<file path="src/kmd_pkg.sv">
// Shared types and constants for the key matrix debounce block.
package kmd_pkg;

  localparam int ROW_W       = 3;
  localparam int COL_W       = 3;
  localparam int GEOM_W      = 4;
  localparam int LIMIT_W     = 8;
  localparam int KEY_IDX_W   = 6;
  localparam int TOTAL_W     = 32;
  localparam int CFG_DATA_W  = 8;
  localparam int CFG_INDEX_W = 2;
  localparam int MUL_W       = 8;

  localparam int DEF_MAX_ROWS    = 8;
  localparam int DEF_MAX_COLUMNS = 8;

  localparam logic [GEOM_W-1:0]  RESET_ROWS    = 4'd8;
  localparam logic [GEOM_W-1:0]  RESET_COLUMNS = 4'd8;
  localparam logic [LIMIT_W-1:0] RESET_LIMIT   = 8'd10;

  typedef enum logic [CFG_INDEX_W-1:0] {
    REG_ROW_COUNT      = 2'd0,
    REG_COLUMN_COUNT   = 2'd1,
    REG_DEBOUNCE_LIMIT = 2'd2
  } kmd_reg_t;

  // Effective geometry (already clamped) and the debounce limit.
  typedef struct packed {
    logic [GEOM_W-1:0]  rows;
    logic [GEOM_W-1:0]  cols;
    logic [LIMIT_W-1:0] limit;
  } kmd_cfg_t;

  // One key's stored state.
  typedef struct packed {
    logic [TOTAL_W-1:0] rel_cnt;
    logic [TOTAL_W-1:0] prs_cnt;
    logic               pressed;
    logic [LIMIT_W-1:0] integ;
  } kmd_entry_t;

endpackage

</file>
<file path="src/kmd_cfg.sv">
// Configuration registers and clamping of the matrix geometry.
module kmd_cfg #(
  parameter int MAX_ROWS    = kmd_pkg::DEF_MAX_ROWS,
  parameter int MAX_COLUMNS = kmd_pkg::DEF_MAX_COLUMNS
) (
  input  logic                               clk,
  input  logic                               rst_n,
  input  logic                               cfg_wr_en,
  input  logic [kmd_pkg::CFG_INDEX_W-1:0]    cfg_index,
  input  logic [kmd_pkg::CFG_DATA_W-1:0]     cfg_data,
  output kmd_pkg::kmd_cfg_t                  cfg
);

  logic [kmd_pkg::GEOM_W-1:0]  row_count_r;
  logic [kmd_pkg::GEOM_W-1:0]  column_count_r;
  logic [kmd_pkg::LIMIT_W-1:0] limit_r;

  always_ff @(posedge clk) begin
    if (!rst_n) begin
      row_count_r    <= kmd_pkg::RESET_ROWS;
      column_count_r <= kmd_pkg::RESET_COLUMNS;
      limit_r        <= kmd_pkg::RESET_LIMIT;
    end else if (cfg_wr_en) begin
      unique case (cfg_index)
        kmd_pkg::REG_ROW_COUNT: begin
          row_count_r <= cfg_data[kmd_pkg::GEOM_W-1:0];
        end
        kmd_pkg::REG_COLUMN_COUNT: begin
          column_count_r <= cfg_data[kmd_pkg::GEOM_W-1:0];
        end
        kmd_pkg::REG_DEBOUNCE_LIMIT: begin
          limit_r <= cfg_data[kmd_pkg::LIMIT_W-1:0];
        end
        default: begin
        end
      endcase
    end
  end

  // Counts above the built-in matrix size fall back to the maximum.
  always_comb begin
    cfg.rows  = ({1'b0, row_count_r} > (kmd_pkg::GEOM_W+1)'(MAX_ROWS)) ?
                kmd_pkg::GEOM_W'(MAX_ROWS) : row_count_r;
    cfg.cols  = ({1'b0, column_count_r} > (kmd_pkg::GEOM_W+1)'(MAX_COLUMNS)) ?
                kmd_pkg::GEOM_W'(MAX_COLUMNS) : column_count_r;
    cfg.limit = limit_r;
  end

endmodule

</file>
<file path="src/kmd_decode.sv">
// Maps a row and column onto a key index and checks them against the geometry.
module kmd_decode #(
  parameter int IDX_W = 6
) (
  input  kmd_pkg::kmd_cfg_t           cfg,
  input  logic [kmd_pkg::ROW_W-1:0]   row,
  input  logic [kmd_pkg::COL_W-1:0]   column,
  output logic [IDX_W-1:0]            key_idx,
  output logic                        key_valid
);

  logic [kmd_pkg::MUL_W-1:0] idx_full;

  always_comb begin
    idx_full  = kmd_pkg::MUL_W'(row) +
                kmd_pkg::MUL_W'(column) * kmd_pkg::MUL_W'(cfg.rows);
    key_idx   = idx_full[IDX_W-1:0];
    key_valid = (kmd_pkg::GEOM_W'(row) < cfg.rows) &&
                (kmd_pkg::GEOM_W'(column) < cfg.cols);
  end

endmodule

</file>
<file path="src/kmd_store.sv">
// Per-key state memory with reset valid bits and write-to-read forwarding.
module kmd_store #(
  parameter int DEPTH = 64,
  parameter int IDX_W = 6
) (
  input  logic                clk,
  input  logic                rst_n,
  input  logic                rd_en,
  input  logic [IDX_W-1:0]    rd_idx,
  input  logic                wr_en,
  input  logic [IDX_W-1:0]    wr_idx,
  input  kmd_pkg::kmd_entry_t wr_data,
  output kmd_pkg::kmd_entry_t rd_entry
);

  kmd_pkg::kmd_entry_t mem [DEPTH];
  logic [DEPTH-1:0]    vld_r;
  kmd_pkg::kmd_entry_t rd_data_r;
  logic                rd_vld_r;
  logic                fwd_hit_r;
  kmd_pkg::kmd_entry_t fwd_data_r;

  always_ff @(posedge clk) begin
    if (!rst_n) begin
      vld_r <= '0;
    end else if (wr_en) begin
      vld_r[wr_idx] <= 1'b1;
    end
  end

  always_ff @(posedge clk) begin
    if (wr_en) begin
      mem[wr_idx] <= wr_data;
    end
  end

  // The read sees the memory before this edge's write, so a write to the
  // same key at the same edge is captured separately and wins.
  always_ff @(posedge clk) begin
    if (rd_en) begin
      rd_data_r  <= mem[rd_idx];
      rd_vld_r   <= vld_r[rd_idx];
      fwd_hit_r  <= wr_en && (wr_idx == rd_idx);
      fwd_data_r <= wr_data;
    end
  end

  always_comb begin
    if (fwd_hit_r) begin
      rd_entry = fwd_data_r;
    end else if (rd_vld_r) begin
      rd_entry = rd_data_r;
    end else begin
      rd_entry = '0;
    end
  end

endmodule

</file>
<file path="src/kmd_update.sv">
// Integrator step, hysteresis and press/release counting for one key.
module kmd_update (
  input  kmd_pkg::kmd_entry_t            entry_in,
  input  logic                           level,
  input  logic [kmd_pkg::LIMIT_W-1:0]    limit,
  output kmd_pkg::kmd_entry_t            entry_out,
  output logic                           pressed_now,
  output logic                           released_now
);

  logic [kmd_pkg::LIMIT_W-1:0] acc;

  always_comb begin
    acc = entry_in.integ;
    if (level) begin
      if (acc < limit) begin
        acc = acc + 1'b1;
      end
    end else if (acc != '0) begin
      acc = acc - 1'b1;
    end

    entry_out       = entry_in;
    entry_out.integ = acc;
    pressed_now     = 1'b0;
    released_now    = 1'b0;

    if (acc >= limit) begin
      pressed_now       = !entry_in.pressed;
      entry_out.pressed = 1'b1;
      entry_out.prs_cnt = entry_in.prs_cnt + kmd_pkg::TOTAL_W'(pressed_now);
    end else if (acc == '0) begin
      released_now      = entry_in.pressed;
      entry_out.pressed = 1'b0;
      entry_out.rel_cnt = entry_in.rel_cnt + kmd_pkg::TOTAL_W'(released_now);
    end
  end

endmodule

</file>
<file path="src/key_matrix_debounce.sv">
// Top level of the keypad matrix integrating debounce block.
//
//  Channel   Direction  Handshake                    Payload
//  in_       input      in_valid / in_stall          in_row, in_column, in_level
//  out_      output     out_valid / out_stall        key_index, key_valid, status, totals
//  cfg_      input      cfg_wr_en, cfg_index         cfg_data
//
// One item is accepted every cycle while in_stall is low; the item and its key store
// read are registered in the update stage, and its result then in the output register.
// Reset clears the configuration to an 8 by 8 matrix with a limit of 10 and
// clears every key's valid bit at once, so items are taken straight after reset.
// A stalled output holds the result register; the item in the update stage then
// waits and in_stall rises, while a result can wait as a new item is accepted.
module key_matrix_debounce #(
  parameter int MAX_ROWS    = kmd_pkg::DEF_MAX_ROWS,
  parameter int MAX_COLUMNS = kmd_pkg::DEF_MAX_COLUMNS
) (
  input  logic                             clk,
  input  logic                             rst_n,
  input  logic                             cfg_wr_en,
  input  logic [kmd_pkg::CFG_INDEX_W-1:0]  cfg_index,
  input  logic [kmd_pkg::CFG_DATA_W-1:0]   cfg_data,
  input  logic                             in_valid,
  output logic                             in_stall,
  input  logic [kmd_pkg::ROW_W-1:0]        in_row,
  input  logic [kmd_pkg::COL_W-1:0]        in_column,
  input  logic                             in_level,
  output logic                             out_valid,
  input  logic                             out_stall,
  output logic [kmd_pkg::KEY_IDX_W-1:0]    out_key_index,
  output logic                             out_key_valid,
  output logic                             out_key_down,
  output logic                             out_pressed_now,
  output logic                             out_released_now,
  output logic [kmd_pkg::TOTAL_W-1:0]      out_press_total,
  output logic [kmd_pkg::TOTAL_W-1:0]      out_release_total
);

  localparam int DEPTH = MAX_ROWS * MAX_COLUMNS;
  localparam int IDX_W = (DEPTH > 1) ? $clog2(DEPTH) : 1;

  kmd_pkg::kmd_cfg_t   cfg;
  logic [IDX_W-1:0]    dec_idx;
  logic                dec_valid;
  logic                in_accept;
  logic                s1_adv;
  logic                wr_en;
  kmd_pkg::kmd_entry_t cur_entry;
  kmd_pkg::kmd_entry_t new_entry;
  logic                upd_pnow;
  logic                upd_rnow;

  logic                s1_vld_r;
  logic [IDX_W-1:0]    s1_idx_r;
  logic                s1_key_valid_r;
  logic                s1_level_r;

  logic                              out_valid_r;
  logic [kmd_pkg::KEY_IDX_W-1:0]     out_key_index_r;
  logic                              out_key_valid_r;
  logic                              out_key_down_r;
  logic                              out_pressed_now_r;
  logic                              out_released_now_r;
  logic [kmd_pkg::TOTAL_W-1:0]       out_press_total_r;
  logic [kmd_pkg::TOTAL_W-1:0]       out_release_total_r;

  kmd_cfg #(
    .MAX_ROWS    (MAX_ROWS),
    .MAX_COLUMNS (MAX_COLUMNS)
  ) u_cfg (
    .clk       (clk),
    .rst_n     (rst_n),
    .cfg_wr_en (cfg_wr_en),
    .cfg_index (cfg_index),
    .cfg_data  (cfg_data),
    .cfg       (cfg)
  );

  kmd_decode #(
    .IDX_W (IDX_W)
  ) u_decode (
    .cfg       (cfg),
    .row       (in_row),
    .column    (in_column),
    .key_idx   (dec_idx),
    .key_valid (dec_valid)
  );

  assign s1_adv    = s1_vld_r && (!out_valid_r || !out_stall);
  assign in_stall  = s1_vld_r && !s1_adv;
  assign in_accept = in_valid && !in_stall;
  assign wr_en     = s1_adv && s1_key_valid_r;

  kmd_store #(
    .DEPTH (DEPTH),
    .IDX_W (IDX_W)
  ) u_store (
    .clk      (clk),
    .rst_n    (rst_n),
    .rd_en    (in_accept),
    .rd_idx   (dec_idx),
    .wr_en    (wr_en),
    .wr_idx   (s1_idx_r),
    .wr_data  (new_entry),
    .rd_entry (cur_entry)
  );

  kmd_update u_update (
    .entry_in     (cur_entry),
    .level        (s1_level_r),
    .limit        (cfg.limit),
    .entry_out    (new_entry),
    .pressed_now  (upd_pnow),
    .released_now (upd_rnow)
  );

  always_ff @(posedge clk) begin
    if (!rst_n) begin
      s1_vld_r <= 1'b0;
    end else if (in_accept) begin
      s1_vld_r <= 1'b1;
    end else if (s1_adv) begin
      s1_vld_r <= 1'b0;
    end
  end

  always_ff @(posedge clk) begin
    if (in_accept) begin
      s1_idx_r       <= dec_idx;
      s1_key_valid_r <= dec_valid;
      s1_level_r     <= in_level;
    end
  end

  always_ff @(posedge clk) begin
    if (!rst_n) begin
      out_valid_r <= 1'b0;
    end else if (s1_adv) begin
      out_valid_r <= 1'b1;
    end else if (!out_stall) begin
      out_valid_r <= 1'b0;
    end
  end

  // An item outside the configured matrix reports all zero fields.
  always_ff @(posedge clk) begin
    if (s1_adv) begin
      if (s1_key_valid_r) begin
        out_key_index_r     <= kmd_pkg::KEY_IDX_W'(s1_idx_r);
        out_key_valid_r     <= 1'b1;
        out_key_down_r      <= new_entry.pressed;
        out_pressed_now_r   <= upd_pnow;
        out_released_now_r  <= upd_rnow;
        out_press_total_r   <= new_entry.prs_cnt;
        out_release_total_r <= new_entry.rel_cnt;
      end else begin
        out_key_index_r     <= '0;
        out_key_valid_r     <= 1'b0;
        out_key_down_r      <= 1'b0;
        out_pressed_now_r   <= 1'b0;
        out_released_now_r  <= 1'b0;
        out_press_total_r   <= '0;
        out_release_total_r <= '0;
      end
    end
  end

  assign out_valid         = out_valid_r;
  assign out_key_index     = out_key_index_r;
  assign out_key_valid     = out_key_valid_r;
  assign out_key_down      = out_key_down_r;
  assign out_pressed_now   = out_pressed_now_r;
  assign out_released_now  = out_released_now_r;
  assign out_press_total   = out_press_total_r;
  assign out_release_total = out_release_total_r;

  a_store_write_from_stage: assert property (@(posedge clk) disable iff (!rst_n)
    wr_en |-> s1_vld_r && s1_key_valid_r && (!out_valid_r || !out_stall))
    else $error("store written without a valid item leaving the update stage");

  a_press_release_exclusive: assert property (@(posedge clk) disable iff (!rst_n)
    out_valid_r |-> !(out_pressed_now_r && out_released_now_r))
    else $error("press and release reported on the same item");

  a_flags_match_state: assert property (@(posedge clk) disable iff (!rst_n)
    out_valid_r && (out_pressed_now_r || out_released_now_r)
      |-> (out_key_down_r == out_pressed_now_r))
    else $error("press or release flag disagrees with the debounced state");

  a_invalid_key_zero: assert property (@(posedge clk) disable iff (!rst_n)
    out_valid_r && !out_key_valid_r
      |-> !out_key_down_r && (out_press_total_r == '0) && (out_release_total_r == '0))
    else $error("result for a key outside the matrix carries key state");

  a_stage_advances: assert property (@(posedge clk) disable iff (!rst_n)
    s1_adv && !in_accept |=> !s1_vld_r)
    else $error("update stage kept an item it had passed on");

endmodule

</file>
<file path="config.mk">
export PLATFORM = sky130hd
export DESIGN_NAME = key_matrix_debounce
export DESIGN_NICKNAME = d
export VERILOG_FILES = /design/src/kmd_pkg.sv /design/src/kmd_cfg.sv /design/src/kmd_decode.sv /design/src/kmd_store.sv /design/src/kmd_update.sv /design/src/key_matrix_debounce.sv
export SDC_FILE = /design/constraint.sdc
export NUM_CORES = 2
export LEC_CHECK = 0
export BUFFER_PORTS_ARGS = -buffer_cell sky130_fd_sc_hd__buf_2
export CELL_PAD_IN_SITES_DETAIL_PLACEMENT = 0
export CELL_PAD_IN_SITES_GLOBAL_PLACEMENT = 1
export CORE_ASPECT_RATIO = 0.7
export CORE_MARGIN = 3
export CORE_UTILIZATION = 57
export CTS_CLUSTER_DIAMETER = 80
export DETAILED_ROUTE_END_ITERATION = 6
export PLACE_DENSITY_LB_ADDON = 0.2
export SETUP_SLACK_MARGIN = 0.5
export SYNTH_ARGS = -nofsm -noshare
export SYNTH_HDL_FRONTEND = slang
export SYNTH_MEMORY_MAX_BITS = 65536
export SYNTH_SLANG_ARGS = --single-unit
</file>
<file path="constraint.sdc">
create_clock -name clk -period 15.11 [get_ports clk]
set_input_delay 1.511 -clock clk [delete_from_list [all_inputs] [get_ports clk]]
set_output_delay 1.511 -clock clk [all_outputs]
set_load 0.02 [all_outputs]
</file>
==> results.py <==
metrics = {
    "layout": {
        "layout-drive-gt1-share_pct": 30.7,
        "fin_nets": 8490,
        "regArea_mm2": 0.149,
        "multi_input_area_mm2": 0.0423,
        "area_delta_synth_final_pct": 11.7,
        "finalInstanceArea_mm2": 0.214,
        "fillers": 21500,
    },
    "yosys": {
        "ys_seq_area_share_pct": 77.6,
        "synth_edf_count": 4902,
        "async_flop_share_pct": 0,
        "synth_cells": 8059,
        "yosysUniqueCellTypes": 67,
        "synth.avg_cell_area_um2": 23.8,
        "synth_nets": 8120,
        "synthFlopType": "edfxtp_1",
        "synth_area_mm2": 0.192,
        "yosys_register_bits": 4984,
        "yosys_warnings": 0,
    },
    "placement": {
        "portBuffers": 97,
        "gp_congestion": 0.829,
        "hpwlAfterDp_um": 255000,
        "placed_area_mm2": 0.200,
        "dp_worst_setup_slack_ps": 6180,
    },
    "worst_setup_path": {
        "path_class": "flip-flop to flip-flop",
        "worstRegToRegCells": 22,
        "end_kind": "flip-flop",
        "arrival_ps": 9470,
        "crit_fanout": 85,
        "r2r_slack_ps": 6200,
        "r2r_start": "u_store.fwd_hit_r$_DFFE_PP_",
        "critPathLaunchType": "flip-flop",
        "cp-endpoint": "u_store.mem[22][71]$_DFFE_PP_",
        "cp-startpoint": "u_store.fwd_hit_r$_DFFE_PP_",
        "crit_required_ps": 15670,
        "reg2reg_to": "u_store.mem[22][71]$_DFFE_PP_",
    },
    "sta": {
        "drv_slew": 0,
        "grt_setup_unrepaired": "no",
        "finalSetupViolCount": 0,
        "slew_headroom_pct": 9.83,
        "timing.final.ws_setup_ps": 6200,
        "fin_setup_tns_ps": 0,
        "finalHoldViolations": 0,
        "min_period_over_period_pct": 58.9,
        "finClkSkew_ps": 49.4,
        "period_minus_slack_ps": 8910,
        "worst_pin_slew_ps": 1350,
        "fin_hold_ws_ps": 463,
        "fmax_mhz": 112,
    },
    "grt": {
        "track_usage_pct": 31.8,
        "grt_max_degree": 150,
        "grt_pass1_vias": 91000,
        "grt_pass1_wl_um": 750000,
        "antenna_found_initial": 17,
        "gr-total-overflow": 0,
    },
    "routing": {
        "drt_wl_total_um": 546000,
        "vias": 94700,
        "viasPerCell": 7.14,
        "ant_nets": 0,
        "drc_errors": 2,
        "dr.pass1.iters": 7,
        "drtIter0Drc": 17000,
        "avgRoutedWirePerCell_um": 41.2,
    },
    "pwr": {
        "power_leakage_nw": 67.1,
        "pwr-share-seq_pct": 54.6,
        "pwr-share-clk_pct": 39.4,
        "swShare_pct": 21.4,
        "p_per_area_mw_per_mm2": 133,
        "p_int_mw": 22.4,
        "vdd_drop_max_mv": 0.125,
        "power_frac_comb_pct": 5.9,
        "switching_power_mw": 6.07,
    },
    "clocking": {
        "cts_buffer_depth": 4,
        "h-tree-depth": 5,
        "path_clk_slew_ps": 60,
        "post_cts_buffers": 0,
        "cts-root-buf": "clkbuf_16",
        "cts_resized": 0,
        "insertion_delay_ps": 970,
        "cts_buffers": 443,
        "numClockSinks": 4984,
        "cts_hold_buf": 0,
        "cts_tree": "yes",
    },
    "status": {
        "violations": "DRC",
        "status": "complete, but fails checks",
    },
    "floorplanning": {
        "die_w_um": 699,
        "start_util_pct": 57.5,
        "row_count": 177,
        "dieArea_mm2": 0.343,
        "die_h_um": 491,
        "ios": 98,
        "core_area_mm2": 0.334,
    },
    "run": {
        "drv_cap": 0,
    },
    "min_path": {
        "hold_path.class": "flip-flop to flip-flop",
    },
}
## state kept, by name, indices dropped and copies added (netlist names), 6 cells and up
| signal | count |
|---|---|
| u_cfg.limit_r | 8 |
| out_key_index | 6 |
| u_store.vld_r | 64 |
| u_store.rd_data_r | 73 |
| u_store.fwd_data_r | 73 |
| out_release_total | 32 |
| s1_idx_r | 6 |
| u_store.mem | 4672 |
| out_press_total | 32 |
## power by group through the flow
stage / Clock (mW) / Combinational, mW / Sequential [mW]
after floorplan: 0 / 1.10 / 15.9
after global placement: 0 / 1.63 / 15.8
after global routing: 11.8 / 1.79 / 15.5
after CTS: 11.3 / 1.68 / 15.5
after detailed placement: 0 / 1.67 / 15.8
final: 11.2 / 1.69 / 15.5
## worst min path at each step
stage	to	from	cells past startpoint	slack (ps)
after floorplan	out_key_valid$_DFFE_PP_	s1_key_valid_r$_DFFE_PP_	0	420
after global placement	u_store.vld_r[16]$_SDFFE_PN0P_	u_store.vld_r[16]$_SDFFE_PN0P_	1	440
after detailed placement	u_store.vld_r[7]$_SDFFE_PN0P_	u_store.vld_r[7]$_SDFFE_PN0P_	1	450
after CTS	u_store.vld_r[7]$_SDFFE_PN0P_	u_store.vld_r[7]$_SDFFE_PN0P_	1	460
after global routing	u_store.vld_r[29]$_SDFFE_PN0P_	u_store.vld_r[29]$_SDFFE_PN0P_	1	480
final	u_store.vld_r[7]$_SDFFE_PN0P_	u_store.vld_r[7]$_SDFFE_PN0P_	1	460
## synthesized netlist by cell type (all sizes together) (3+ instances only)
master / count / area [µm²]
buf: 125 / 551
o21ai: 98 / 490
nand3: 29 / 145
or3: 12 / 75.1
a211o: 3 / 26.3
nor3b: 7 / 52.6
edfxtp: 4902 / 147000
inv: 35 / 131
nand3b: 22 / 165
a31oi: 9 / 56.3
and2: 57 / 357
nand4: 15 / 93.8
xnor2: 26 / 228
o21a: 70 / 526
nand2b: 14 / 87.6
nand2: 150 / 563
clkbuf: 308 / 1160
xor2: 19 / 166
nor3: 45 / 245
nor2b: 24 / 150
and4: 3 / 26.3
or2: 6 / 37.5
dfxtp: 82 / 1640
o31a: 21 / 184
mux4: 1480 / 33300
mux2: 76 / 856
nand4b: 11 / 96.3
nor4b: 6 / 65.1
a22oi: 41 / 308
a21oi: 25 / 125
nor4: 33 / 213
a22o: 16 / 140
or4: 8 / 60.1
nor2: 115 / 432
fa: 4 / 80.1
a211oi: 3 / 27.5
a21o: 6 / 45.0
and3: 8 / 50.1
ha: 35 / 438
mux2i: 90 / 901
## layout make-up
class	instances	area share, %
Antenna cell	6	0.00701
Clock buffer	553	5.48
Clock inverter	245	1.11
Inverter	36	0.0631
Multi-Input combinational cell	2606	19.8
Sequential cell	4984	69.5
Tap cell	4475	2.62
Timing Repair Buffer	358	1.44
## critical path: stages (launching register included)
cell	delay (ps)
edfxtp_1	420
buf_12	260
nor2b_4	750
buf_4	570
a22oi_1	230
inv_1	130
ha_1	260
a21oi_1	150
o21ai_0	220
nor3_2	580
mux2i_1	190
xnor2_1	260
ha_1	270
nand2b_1	150
a211o_1	290
a21oi_1	260
o21ai_2	100
buf_4	200
a221o_1	330
or4_2	840
buf_4	450
o31a_1	430
nor2_4	980
## cells by family (layout without fill, tap and decap cells)
group | Yosys count | in the layout | synth area share (%)
muxes | 1646 | 1646 | 18.3
xor gates and xnor gates | 45 | 45 | 0.206
other | 0 | 6 | 0
and+or+nand+nor | 569 | 569 | 1.54
AOI/OAI and AO/OA | 307 | 307 | 1.08
adders and majority gates | 39 | 39 | 0.270
DFF | 4984 | 4984 | 77.6
buffers and inverters | 469 | 1192 | 0.961
## per-layer routing
metal  routed length [µm]  GRT usage (%)  vias to the layer above
li1                     -              -                    35400
met1               206000           48.0                    51100
met2               251000           47.7                     7196
met3                69000           6.73                     1041
met4                20100           10.0                        8
met5                   54              0                        -
## stage by stage
step                power [mW]  instances  util (%)
detailed placement        17.5      12500      59.9
finish                    28.4      13300      64.2
global route              29.2      13300      64.2
floorplan                 17.0       8059         -
CTS                       28.5      13300      64.2
global placement          17.5      12500      59.9
## layout by cell type (no fill, tap or decap), types with 30 or more instances in the layout
cell	instances
mux2_2	76
mux2i_1	90
nor3_1	39
edfxtp_1	4902
clkbuf_1	95
nor4_1	30
clkinv_2	79
clkbuf_16	451
nand2_1	150
bufinv_16	44
o21a_1	70
inv_1	34
nor2_4	90
and2_1	55
a22oi_1	40
dfxtp_1	82
buf_4	212
mux4_2	1480
o21ai_0	95
buf_2	96
ha_1	33
buf_12	49
clkinv_1	92
(Power assumes the default switching activity.)
